<file path="src/rtl/mbec_pkg.sv">
`timescale 1ns / 1ps
`default_nettype none

package mbec_pkg;

  // configuration register indexes
  localparam logic [2:0] REG_ORIGIN_X     = 3'd0;
  localparam logic [2:0] REG_ORIGIN_Y     = 3'd1;
  localparam logic [2:0] REG_IMAGE_WIDTH  = 3'd2;
  localparam logic [2:0] REG_IMAGE_HEIGHT = 3'd3;
  localparam logic [2:0] REG_FORE_COLOUR  = 3'd4;
  localparam logic [2:0] REG_BACK_COLOUR  = 3'd5;

  localparam int CFG_IDX_W  = 3;
  localparam int CFG_DATA_W = 16;

  // width used for screen coordinate compares, covers a 1024 pixel screen
  localparam int DIM_W = 11;

  // largest bitmap edge in pixels
  localparam logic [8:0] MAX_SIZE = 9'd256;

  // pixels in one bitmap word and the index of its leftmost bit
  localparam logic [8:0] BITS_PER_BYTE = 9'd8;
  localparam logic [2:0] TOP_BIT       = 3'd7;

  // one bitmap word with everything fixed for its pixels
  typedef struct packed {
    logic [7:0]  bits;        // pixel bits, msb leftmost
    logic [8:0]  x_base;      // screen column of the first pixel
    logic [13:0] row_base;    // y times screen width, wrapped
    logic        y_vis;       // the row lies on the screen
    logic [2:0]  last_k;      // index of the last pixel taken
    logic        last_image;  // the last pixel ends the bitmap
  } mbec_job_t;

endpackage

`default_nettype wire

</file>
<file path="src/rtl/mono_bitmap_expand_clip.sv">
// Expands a 1 bit per pixel bitmap word into up to eight clipped RGB565 pixel writes.
// A word is held in the word register, then each pixel goes through the result register.
// Throughput: one pixel per cycle on the result side unless out_ready stalls it; a word
// gives one write for each pixel it covers, paced by the single result register.
// Reset (synchronous, active low) clears the counters and restores the register defaults.
`timescale 1ns / 1ps
`default_nettype none

module mono_bitmap_expand_clip #(
  parameter int FB_WIDTH  = 128,
  parameter int FB_HEIGHT = 128
) (
  input  wire logic                              clk,
  input  wire logic                              rst_n,
  input  wire logic                              cfg_we,
  input  wire logic [mbec_pkg::CFG_IDX_W-1:0]    cfg_index,
  input  wire logic [mbec_pkg::CFG_DATA_W-1:0]   cfg_data,
  input  wire logic                              in_valid,
  output logic                                   in_ready,
  input  wire logic [7:0]                        in_bitmap_byte,
  output logic                                   out_valid,
  input  wire logic                              out_ready,
  output logic [13:0]                            out_pixel_address,
  output logic [15:0]                            out_pixel_colour,
  output logic                                   out_in_view,
  output logic                                   out_byte_done,
  output logic                                   out_image_done
);

  logic [7:0]  origin_x_r;
  logic [7:0]  origin_y_r;
  logic [8:0]  image_width_r;
  logic [8:0]  image_height_r;
  logic [15:0] fore_colour_r;
  logic [15:0] back_colour_r;
  logic [7:0]  column_count_r, column_count_nxt;
  logic [7:0]  row_count_r, row_count_nxt;

  logic [8:0]  w_eff;
  logic [8:0]  h_eff;
  logic        size_zero;
  logic [7:0]  col_n;
  logic [7:0]  row_n;
  logic [8:0]  remain;
  logic [8:0]  take;
  logic        end_row;
  logic        end_img;
  logic [8:0]  y_pos;
  logic [19:0] row_prod;
  logic        in_fire;
  logic        job_valid;
  logic        job_ready;
  mbec_pkg::mbec_job_t job;

  // configuration registers
  always_ff @(posedge clk) begin
    if (!rst_n) begin
      origin_x_r     <= 8'd0;
      origin_y_r     <= 8'd0;
      image_width_r  <= 9'd8;
      image_height_r <= 9'd8;
      fore_colour_r  <= 16'hFFFF;
      back_colour_r  <= 16'h0000;
    end else if (cfg_we) begin
      case (cfg_index)
        mbec_pkg::REG_ORIGIN_X:     origin_x_r     <= cfg_data[7:0];
        mbec_pkg::REG_ORIGIN_Y:     origin_y_r     <= cfg_data[7:0];
        mbec_pkg::REG_IMAGE_WIDTH:  image_width_r  <= cfg_data[8:0];
        mbec_pkg::REG_IMAGE_HEIGHT: image_height_r <= cfg_data[8:0];
        mbec_pkg::REG_FORE_COLOUR:  fore_colour_r  <= cfg_data;
        mbec_pkg::REG_BACK_COLOUR:  back_colour_r  <= cfg_data;
        default: ;
      endcase
    end
  end

  // clamp sizes, fold stale counters back to zero
  always_comb begin
    w_eff     = (image_width_r  > mbec_pkg::MAX_SIZE) ? mbec_pkg::MAX_SIZE : image_width_r;
    h_eff     = (image_height_r > mbec_pkg::MAX_SIZE) ? mbec_pkg::MAX_SIZE : image_height_r;
    size_zero = (w_eff == 9'd0) || (h_eff == 9'd0);
    col_n     = ({1'b0, column_count_r} >= w_eff) ? 8'd0 : column_count_r;
    row_n     = ({1'b0, row_count_r} >= h_eff) ? 8'd0 : row_count_r;
    remain    = w_eff - {1'b0, col_n};
    end_row   = (remain <= mbec_pkg::BITS_PER_BYTE);
    take      = end_row ? remain : mbec_pkg::BITS_PER_BYTE;
    end_img   = end_row && (({1'b0, row_n} + 9'd1) == h_eff);
  end

  // word set-up: row base and flags for the pixel stage
  always_comb begin
    y_pos          = {1'b0, origin_y_r} + {1'b0, row_n};
    row_prod       = 20'(y_pos) * 20'(FB_WIDTH);
    job.bits       = in_bitmap_byte;
    job.x_base     = {1'b0, origin_x_r} + {1'b0, col_n};
    job.row_base   = row_prod[13:0];
    job.y_vis      = ({2'b00, y_pos} < mbec_pkg::DIM_W'(FB_HEIGHT));
    job.last_k     = take[2:0] - 3'd1;
    job.last_image = end_img;
  end

  assign in_ready  = job_ready;
  assign in_fire   = in_valid && in_ready;
  assign job_valid = in_fire && !size_zero;

  // position counters advance by the pixels a word covers at acceptance
  always_comb begin
    column_count_nxt = column_count_r;
    row_count_nxt    = row_count_r;
    if (job_valid) begin
      if (end_row) begin
        column_count_nxt = 8'd0;
        row_count_nxt    = end_img ? 8'd0 : (row_n + 8'd1);
      end else begin
        column_count_nxt = col_n + take[7:0];
        row_count_nxt    = row_n;
      end
    end
  end

  always_ff @(posedge clk) begin
    if (!rst_n) begin
      column_count_r <= 8'd0;
      row_count_r    <= 8'd0;
    end else begin
      column_count_r <= column_count_nxt;
      row_count_r    <= row_count_nxt;
    end
  end

  mbec_pixel_gen #(
    .FB_WIDTH (FB_WIDTH)
  ) u_pixel_gen (
    .clk               (clk),
    .rst_n             (rst_n),
    .job_valid         (job_valid),
    .job               (job),
    .job_ready         (job_ready),
    .fore_colour       (fore_colour_r),
    .back_colour       (back_colour_r),
    .out_valid         (out_valid),
    .out_ready         (out_ready),
    .out_pixel_address (out_pixel_address),
    .out_pixel_colour  (out_pixel_colour),
    .out_in_view       (out_in_view),
    .out_byte_done     (out_byte_done),
    .out_image_done    (out_image_done)
  );

endmodule

`default_nettype wire

</file>
<file path="src/rtl/mbec_pixel_gen.sv">
`timescale 1ns / 1ps
`default_nettype none

module mbec_pixel_gen #(
  parameter int FB_WIDTH = 128
) (
  input  wire logic              clk,
  input  wire logic              rst_n,
  input  wire logic              job_valid,
  input  wire mbec_pkg::mbec_job_t job,
  output logic                   job_ready,
  input  wire logic [15:0]       fore_colour,
  input  wire logic [15:0]       back_colour,
  output logic                   out_valid,
  input  wire logic              out_ready,
  output logic [13:0]            out_pixel_address,
  output logic [15:0]            out_pixel_colour,
  output logic                   out_in_view,
  output logic                   out_byte_done,
  output logic                   out_image_done
);

  logic                 busy_r, busy_nxt;
  mbec_pkg::mbec_job_t  job_r;
  logic [2:0]           k_r, k_nxt;
  logic                 out_valid_r, out_valid_nxt;
  logic [13:0]          out_pixel_address_r;
  logic [15:0]          out_pixel_colour_r;
  logic                 out_in_view_r;
  logic                 out_byte_done_r;
  logic                 out_image_done_r;

  logic                 out_free;
  logic                 emit;
  logic                 last_pix;
  logic [9:0]           pix_x;
  logic                 pix_vis;
  logic                 pix_set;
  logic [13:0]          pix_addr;
  logic [15:0]          pix_colour;

  // stage control
  assign out_free  = !out_valid_r || out_ready;
  assign emit      = busy_r && out_free;
  assign last_pix  = (k_r == job_r.last_k);
  assign job_ready = !busy_r || (emit && last_pix);

  always_comb begin
    busy_nxt = busy_r;
    k_nxt    = k_r;
    if (job_valid && job_ready) begin
      busy_nxt = 1'b1;
      k_nxt    = 3'd0;
    end else if (emit) begin
      if (last_pix) begin
        busy_nxt = 1'b0;
      end else begin
        k_nxt = k_r + 3'd1;
      end
    end
  end

  // current pixel
  always_comb begin
    pix_x      = {1'b0, job_r.x_base} + {7'd0, k_r};
    pix_vis    = job_r.y_vis &&
                 ({1'b0, pix_x} < mbec_pkg::DIM_W'(FB_WIDTH));
    pix_addr   = pix_vis ? (job_r.row_base + {4'd0, pix_x}) : 14'd0;
    pix_set    = job_r.bits[mbec_pkg::TOP_BIT - k_r];
    pix_colour = pix_set ? {fore_colour[7:0], fore_colour[15:8]}
                         : {back_colour[7:0], back_colour[15:8]};
  end

  // result register
  always_comb begin
    if (emit) begin
      out_valid_nxt = 1'b1;
    end else if (out_ready) begin
      out_valid_nxt = 1'b0;
    end else begin
      out_valid_nxt = out_valid_r;
    end
  end

  always_ff @(posedge clk) begin
    if (!rst_n) begin
      busy_r      <= 1'b0;
      k_r         <= 3'd0;
      out_valid_r <= 1'b0;
    end else begin
      busy_r      <= busy_nxt;
      k_r         <= k_nxt;
      out_valid_r <= out_valid_nxt;
    end
  end

  always_ff @(posedge clk) begin
    if (job_valid && job_ready) begin
      job_r <= job;
    end
    if (emit) begin
      out_pixel_address_r <= pix_addr;
      out_pixel_colour_r  <= pix_colour;
      out_in_view_r       <= pix_vis;
      out_byte_done_r     <= last_pix;
      out_image_done_r    <= last_pix && job_r.last_image;
    end
  end

  assign out_valid         = out_valid_r;
  assign out_pixel_address = out_pixel_address_r;
  assign out_pixel_colour  = out_pixel_colour_r;
  assign out_in_view       = out_in_view_r;
  assign out_byte_done     = out_byte_done_r;
  assign out_image_done    = out_image_done_r;

  // checks
  a_job_when_ready: assert property (@(posedge clk) disable iff (!rst_n)
    job_valid |-> job_ready)
    else $error("word handed over while the stage is busy");

  a_k_in_range: assert property (@(posedge clk) disable iff (!rst_n)
    busy_r |-> (k_r <= job_r.last_k))
    else $error("pixel index past the last pixel of the word");

  a_stay_busy: assert property (@(posedge clk) disable iff (!rst_n)
    (busy_r && !(emit && last_pix)) |=> busy_r)
    else $error("word dropped before its last pixel");

  a_image_done_ends_byte: assert property (@(posedge clk) disable iff (!rst_n)
    (out_valid_r && out_image_done_r) |-> out_byte_done_r)
    else $error("image end not on the last pixel of a word");

  a_clip_zero_addr: assert property (@(posedge clk) disable iff (!rst_n)
    (out_valid_r && !out_in_view_r) |-> (out_pixel_address_r == 14'd0))
    else $error("clipped pixel carries an address");

endmodule

`default_nettype wire
</file>
<file path="config.mk">
export PLATFORM = sky130hd
export DESIGN_NAME = mono_bitmap_expand_clip
export DESIGN_NICKNAME = d
export VERILOG_FILES = /design/src/rtl/mbec_pkg.sv /design/src/rtl/mono_bitmap_expand_clip.sv /design/src/rtl/mbec_pixel_gen.sv
export SDC_FILE = /design/constraint.sdc
export NUM_CORES = 1
export LEC_CHECK = 0
export BUFFER_PORTS_ARGS = -buffer_cell sky130_fd_sc_hd__buf_2
export CAP_MARGIN = 5
export CORE_UTILIZATION = 55
export DETAILED_ROUTE_END_ITERATION = 8
export MAX_ROUTING_LAYER = met4
export PLACE_DENSITY = 0.71
export REMOVE_ABC_BUFFERS = 1
export SLEW_MARGIN = 20
export SYNTH_ARGS = -nofsm -noshare
export SYNTH_HDL_FRONTEND = slang
export SYNTH_HIERARCHICAL = 1
export SYNTH_SLANG_ARGS = --single-unit
</file>
<file path="constraint.sdc">
create_clock -name clk -period 7.6 [get_ports clk]
set_input_delay 0.38 -clock clk [delete_from_list [all_inputs] [get_ports clk]]
set_output_delay 0.38 -clock clk [all_outputs]
set_load 0.01 [all_outputs]
</file>
# Word level (Yosys, flattened, before mapping)
# Cells that the tools add are included.
[word_totals]
wordCells = 95
inputBits = 32
regBits = 149
out_inout_bits = 35
[op_classes]
reduce_logical = 29
eq_ne = 7
n_mux = 16
magnitude_cmp = 8
bitwise = 2
add_sub_neg = 11
[op_table]
columns = ["cell", "n"]
rows = [
  ["$mux 8", 6],
  ["$add 8x8->9", 2],
  ["$ge 8x9->1", 2],
  ["$gt 9x9->1 const B", 2],
  ["$logic_not 9->1", 2],
  ["$mux 9", 2],
  ["$mux 16", 1],
  ["$reduce_and 2->1", 8],
  ["$add 14x10->14", 1],
  ["$add 9x3->10", 1],
  ["$lt 10x8->1 const B", 1],
  ["$add 8x1->9 const B", 1],
  ["$eq 9x9->1", 1],
  ["$le 9x4->1 const B", 1],
  ["$lt 9x8->1 const B", 1],
  ["$sub 9x8->9", 1],
  ["$add 8x1->8 const B", 1],
  ["$add 8x8->8", 1],
  ["$logic_and 1x1->1", 8],
  ["$eq 3x2->1 const B", 2],
  ["$eq 3x3->1 const B", 2],
  ["$mux 1", 6],
  ["$reduce_bool 2->1", 3],
  ["$lt 3x4->1 const B", 1],
  ["other kinds (11)", 16],
]

# Depth between registers and ports, before layout
[logic_depth]
word_depth = 10
ltp_mapped = 31
mapped_depth_nobuf = 28

# Cells and area by module
# Netlist, hierarchy kept.
[modules_own_cells]
columns = ["module", "n_inst", "cells_each", "seq_area_each_um2", "area_per_inst_um2"]
rows = [
  ["mono_bitmap_expand_clip", 1, 711, 1641.6, 5489.0],
  ["mbec_pixel_gen", 1, 233, 2172.1, 3490.8],
]

# Worst setup path after synthesis
# No wires, ideal clock.
[synth_path]
path_kind = "reg2reg"
from = "register image_width_r[8]"
to = "register column_count_r[6]"
n_path_buf = 3
t_arrival_ps = 5415
period_less_slack_ps = 5490
path_stages_with_launch = 31
path_slack_ps = 2110
setup_time_ps = 76
required_time_ps = 7524
cell_sequence = "dfxtp_1 clkbuf_1 nand2b_1 inv_1 ha_1 nand2b_1 a21o_1 a21o_1 a211oi_1 or2_2 clkbuf_1 nand2_1 ha_1 nor2b_1 o31ai_2 a211o_1 a221oi_1 a2111o_1 or2_2 buf_2 nor2_1 inv_1 fa_1 nor2b_1 o21ai_0 nand2b_1 a21o_1 a21oi_1 xnor2_1 nand3_1 a21boi_0"
[synth_via]
elab_chain_len = 9
word_cells_on_any_way = 13
cone_classes = "add/sub (2); order compare (3); mux (4); reduce/logical (4)"
[synth_rtl]
columns = ["item", "line", "source"]
rows = [
  ["from (decl)", "mono_bitmap_expand_clip.sv:32", "logic [8:0] image_width_r;"],
  ["from (signal assigned)", "mono_bitmap_expand_clip.sv:68", "mbec_pkg::REG_IMAGE_WIDTH: image_width_r <= cfg_data[8:0];"],
  ["$gt 9x9->1", "mono_bitmap_expand_clip.sv:79", "w_eff = (image_width_r > mbec_pkg::MAX_SIZE) ? mbec_pkg::MAX_SIZE : image_width_r;"],
  ["$mux 9 *", "mono_bitmap_expand_clip.sv:79", ""],
  ["$ge 8x9->1", "mono_bitmap_expand_clip.sv:82", "col_n = ({1'b0, column_count_r} >= w_eff) ? 8'd0 : column_count_r;"],
  ["$mux 8", "mono_bitmap_expand_clip.sv:82", ""],
  ["$sub 9x8->9", "mono_bitmap_expand_clip.sv:84", "remain = w_eff - {1'b0, col_n};"],
  ["$le 9x4->1", "mono_bitmap_expand_clip.sv:85", "end_row = (remain <= mbec_pkg::BITS_PER_BYTE);"],
  ["$mux 8", "mono_bitmap_expand_clip.sv:86", "take = end_row ? remain : mbec_pkg::BITS_PER_BYTE;"],
  ["$add 8x8->8", "mono_bitmap_expand_clip.sv:115", "column_count_nxt = col_n + take[7:0];"],
  ["$mux 8", "mono_bitmap_expand_clip.sv:111", "if (end_row) begin"],
  ["to (signal assigned)", "mono_bitmap_expand_clip.sv:126", "column_count_r <= column_count_nxt;"],
  ["to (decl)", "mono_bitmap_expand_clip.sv:36", "logic [7:0] column_count_r, column_count_nxt;"],
]
# Every way passes the cells marked *; elsewhere a longest branch is shown, timed or not.
# A chain may end at the register's enable or synchronous reset.

# Worst setup path after layout
# Ends and elaborated chain as after synthesis.

==> results.json <==
{
  "status": "finished, final reports clean",
  "seq_area_frac_synth_pct": 42.47,
  "grt_pass1_vias": 6419,
  "port_buffers": 66,
  "drive_gt1_share_pct": 13.32,
  "worst_pin_slew_ns": 1.002,
  "die_h_um": 129.8,
  "antenna_left": 0,
  "h-tree-depth": 4,
  "skew_ns": 0.01345,
  "p_seq_share_pct": 40.0,
  "yosysWarnings": 6,
  "antenna_found_initial": 0,
  "grt_overflow_total": 0,
  "timing.rr.start": "image_width_r[8]",
  "hold_viol_final": 0,
  "critPathMaxFanout": 14,
  "place_area_mm2": 0.009445,
  "cp-end-kind": "flop",
  "num-fill-cells": 1415,
  "hold_class": "input pin to flop",
  "power_switching_share_pct": 33.00,
  "setup_viol": 0,
  "r2r_slack_ns": 1.64,
  "p_per_area_mw_per_mm2": 247.7,
  "cts_tree": "done",
  "hold_depth": 1,
  "die_w_um": 129.8,
  "vdd_ir_drop_max_v": 0.0002202,
  "power_frac_clock_pct": 32.6,
  "ctsResizeCount": 0,
  "clk_latency_ns": 0.44,
  "min_to": "u_pixel_gen/job_r[31]",
  "intPower_uw": 1661,
  "combPwrFrac_pct": 27.4,
  "nets": 1110,
  "gp_congestion": 0.9165,
  "hold_start": "in_bitmap_byte[3]",
  "area_growth_pct": 11.45,
  "fmax_mhz": 167.9,
  "synthesis.instances": 944,
  "wl_per_cell_um": 15.22,
  "grt_usage_pct": 24.66,
  "crit_type": "flop to flop",
  "diodes": 0,
  "r2r_cells": 26,
  "rows": 46,
  "rsz0062_at_grt": "false",
  "p_leak_uw": 0.004251,
  "cts_hold_buffers": 0,
  "crit_arrival_ns": 6.30,
  "grt_max_degree": 88,
  "grt_pass1_wl_mm": 31.15,
  "dieArea_mm2": 0.01684,
  "fp.coreArea_mm2": 0.01589,
  "start_util_pct": 56.53,
  "vias": 6793,
  "drc": 0,
  "cap_violations": 0,
  "hpwl_mm": 13.63,
  "synth-seq-cells": 156,
  "ys_types": 72,
  "vias_per_cell": 5.492,
  "syn_area_mm2": 0.008980,
  "start_kind": "flop",
  "pin_count": 67,
  "firstDrtPassIters": 5,
  "cts.clk_slew.worst_paths_ns": 0.07,
  "drt_iter0_drc": 405,
  "synth_ff_type": "dfxtp_1",
  "avgSynthCellArea_um2": 9.513,
  "min_period_over_period_pct": 78.38,
  "required_ns": 7.95,
  "stdcell_area_mm2": 0.01001,
  "relSlewSlack_pct": 33.06,
  "rr_endpoint": "column_count_r[6]",
  "synth-edff-count": 69,
  "layout_min_cycle_time_ns": 5.957,
  "synthArstFlopShare_pct": 0,
  "wl_mm": 18.83,
  "cts_max_path_buffers": 2,
  "finalSetupTns_ns": 0,
  "maxSlewViolCount": 0,
  "p_sw_uw": 818.1,
  "cts_sinks": 156,
  "cts_root_buffer": "clkbuf_16",
  "cts_inserted_buffers": 17,
  "cts_setup_buffers": 0
}
[cells in the mapped netlist, drive strengths merged, types with 6 or more instances]
cell type	instances	share of area, %
buf	10	1.2
a31oi	7	0.49
fa	6	1.3
xnor2	28	2.8
nand3	37	2.1
a211oi	7	0.64
nand2b	17	1.2
and2	15	1.1
clkbuf	22	0.92
dfxtp	87	19
o21ai	21	1.2
edfxtp	69	23
mux2	16	2.4
xor2	23	2.2
nand4	9	0.70
nand2	173	7.2
a21boi	56	4.7
nor3	17	0.95
a21o	17	1.4
nor2b	13	0.91
and3	12	0.85
inv	53	2.2
a21oi	38	2.1
nor2	43	1.8
ha	64	8.9
nand3b	6	0.50
[worst max path at each step]
stage                     startpoint                 to  slack, ns  depth (start not counted)
floorplan           image_width_r[8]  column_count_r[6]       2.37                         26
global placement    image_width_r[8]  column_count_r[7]       1.90                         25
detailed placement  image_width_r[8]  column_count_r[6]       1.71                         26
CTS                 image_width_r[8]  column_count_r[6]       1.69                         26
global route        image_width_r[8]  column_count_r[6]       1.12                         27
finish              image_width_r[8]  column_count_r[6]       1.64                         26
[final cells by class]
class	instances	area, um2	share of cell area (%)
Tap cell	216	270.3	2.700
Inverter	54	202.7	2.025
Timing Repair Buffer	68	345.3	3.450
Multi-Input combinational cell	711	4813	48.09
Clock buffer	18	439.2	4.388
Clock inverter	14	123.9	1.238
Sequential cell	156	3814	38.10
[power by group through the flow]
stage | Sequential (uW) | Clock [uW] | Combinational (uW)
2_1_floorplan | 1010 | 0 | 498
3_3_place_gp | 1010 | 0 | 664
3_5_place_dp | 1010 | 0 | 671
4_1_cts | 991 | 817 | 676
5_1_grt | 998 | 853 | 760
6_report | 991 | 808 | 680
[through the flow]
stage	total power (uW)	worst slack (ns)	instances	hold slack (ns)	util, %
2_1_floorplan	1503	2.374	921	0.4345	-
3_3_place_gp	1672	1.900	1205	0.4467	59.46
4_1_cts	2484	1.694	1237	0.1124	63.00
5_1_grt	2612	1.120	1237	0.1085	63.00
6_report	2479	1.643	1237	0.1223	63.00
3_5_place_dp	1680	1.709	1205	0.4532	59.46
[worst max-delay path: stages (launching register included)]
cell and delay (ns):
dfxtp_1 0.55, nand2b_1 0.19, inv_1 0.05, ha_1 0.25, nand2b_1 0.14, a21o_1 0.17, a21o_1 0.17, a211oi_1 0.29
or2_2 0.23, nand2_1 0.17, ha_1 0.31, nor2b_1 0.14, o31ai_2 0.36, a211o_1 0.19, a221oi_1 0.08, a2111o_1 0.45
or3_1 0.41, or3_1 0.35, fa_1 0.42, nor2b_1 0.13, o21ai_0 0.08, nand2b_1 0.11, a21o_1 0.13, a21oi_1 0.07
xnor2_1 0.16, nand3_1 0.10, a21boi_0 0.19
[metal layers]
metal,GRT usage (%),wire length [um],vias to the layer above
li1,-,-,3452
met1,30.57,8762,3191
met2,40.96,9121,128
met3,4.428,726,22
met4,7.592,223,0
met5,-,0,-
[logic make-up (layout without fill, tap and decap cells)]
group                      count (synthesis)  count (layout)  synth area share, %
and+or+nand+nor                          364             364                19.05
AOI/OAI and AO/OA                        193             193                15.03
DFF                                      156             156                42.47
buffers and inverters                     86             154                4.389
adders and majority gates                 70              70                10.26
xor gates and xnor gates                  51              51                5.058
muxes                                     23              23                3.706
other                                      1              10              0.04176
[cells in the final DEF (no fill, tap or decap), types with 7 or more instances in the layout]
master / n
a21boi_0: 56
a21o_1: 17
a21oi_1: 38
a31oi_1: 7
and2_1: 14
and3_1: 11
buf_2: 66
clkbuf_16: 17
conb_1: 10
dfxtp_1: 87
edfxtp_1: 69
ha_1: 64
inv_1: 53
inv_6: 7
mux2_4: 10
nand2_1: 173
nand2b_1: 17
nand3_1: 37
nand4_1: 8
nor2_1: 41
nor2b_1: 13
nor3_1: 17
o21ai_0: 21
xnor2_1: 27
xor2_1: 23
[registers in the layout (all words and copies together), names as in the netlist]
register                       count
u_pixel_gen/job_r                 36
back_colour_r                     16
fore_colour_r                     16
u_pixel_gen/out_pixel_colour      16
u_pixel_gen/out_pixel_address     14
image_height_r                     9
image_width_r                      9
column_count_r                     8
origin_x_r                         8
origin_y_r                         8
row_count_r                        8
u_pixel_gen/k_r                    3
u_pixel_gen/busy_r                 1
u_pixel_gen/out_byte_done          1
u_pixel_gen/out_image_done         1
u_pixel_gen/out_in_view            1
u_pixel_gen/out_valid              1
No activity file was read; power rests on OpenSTA's default activity.
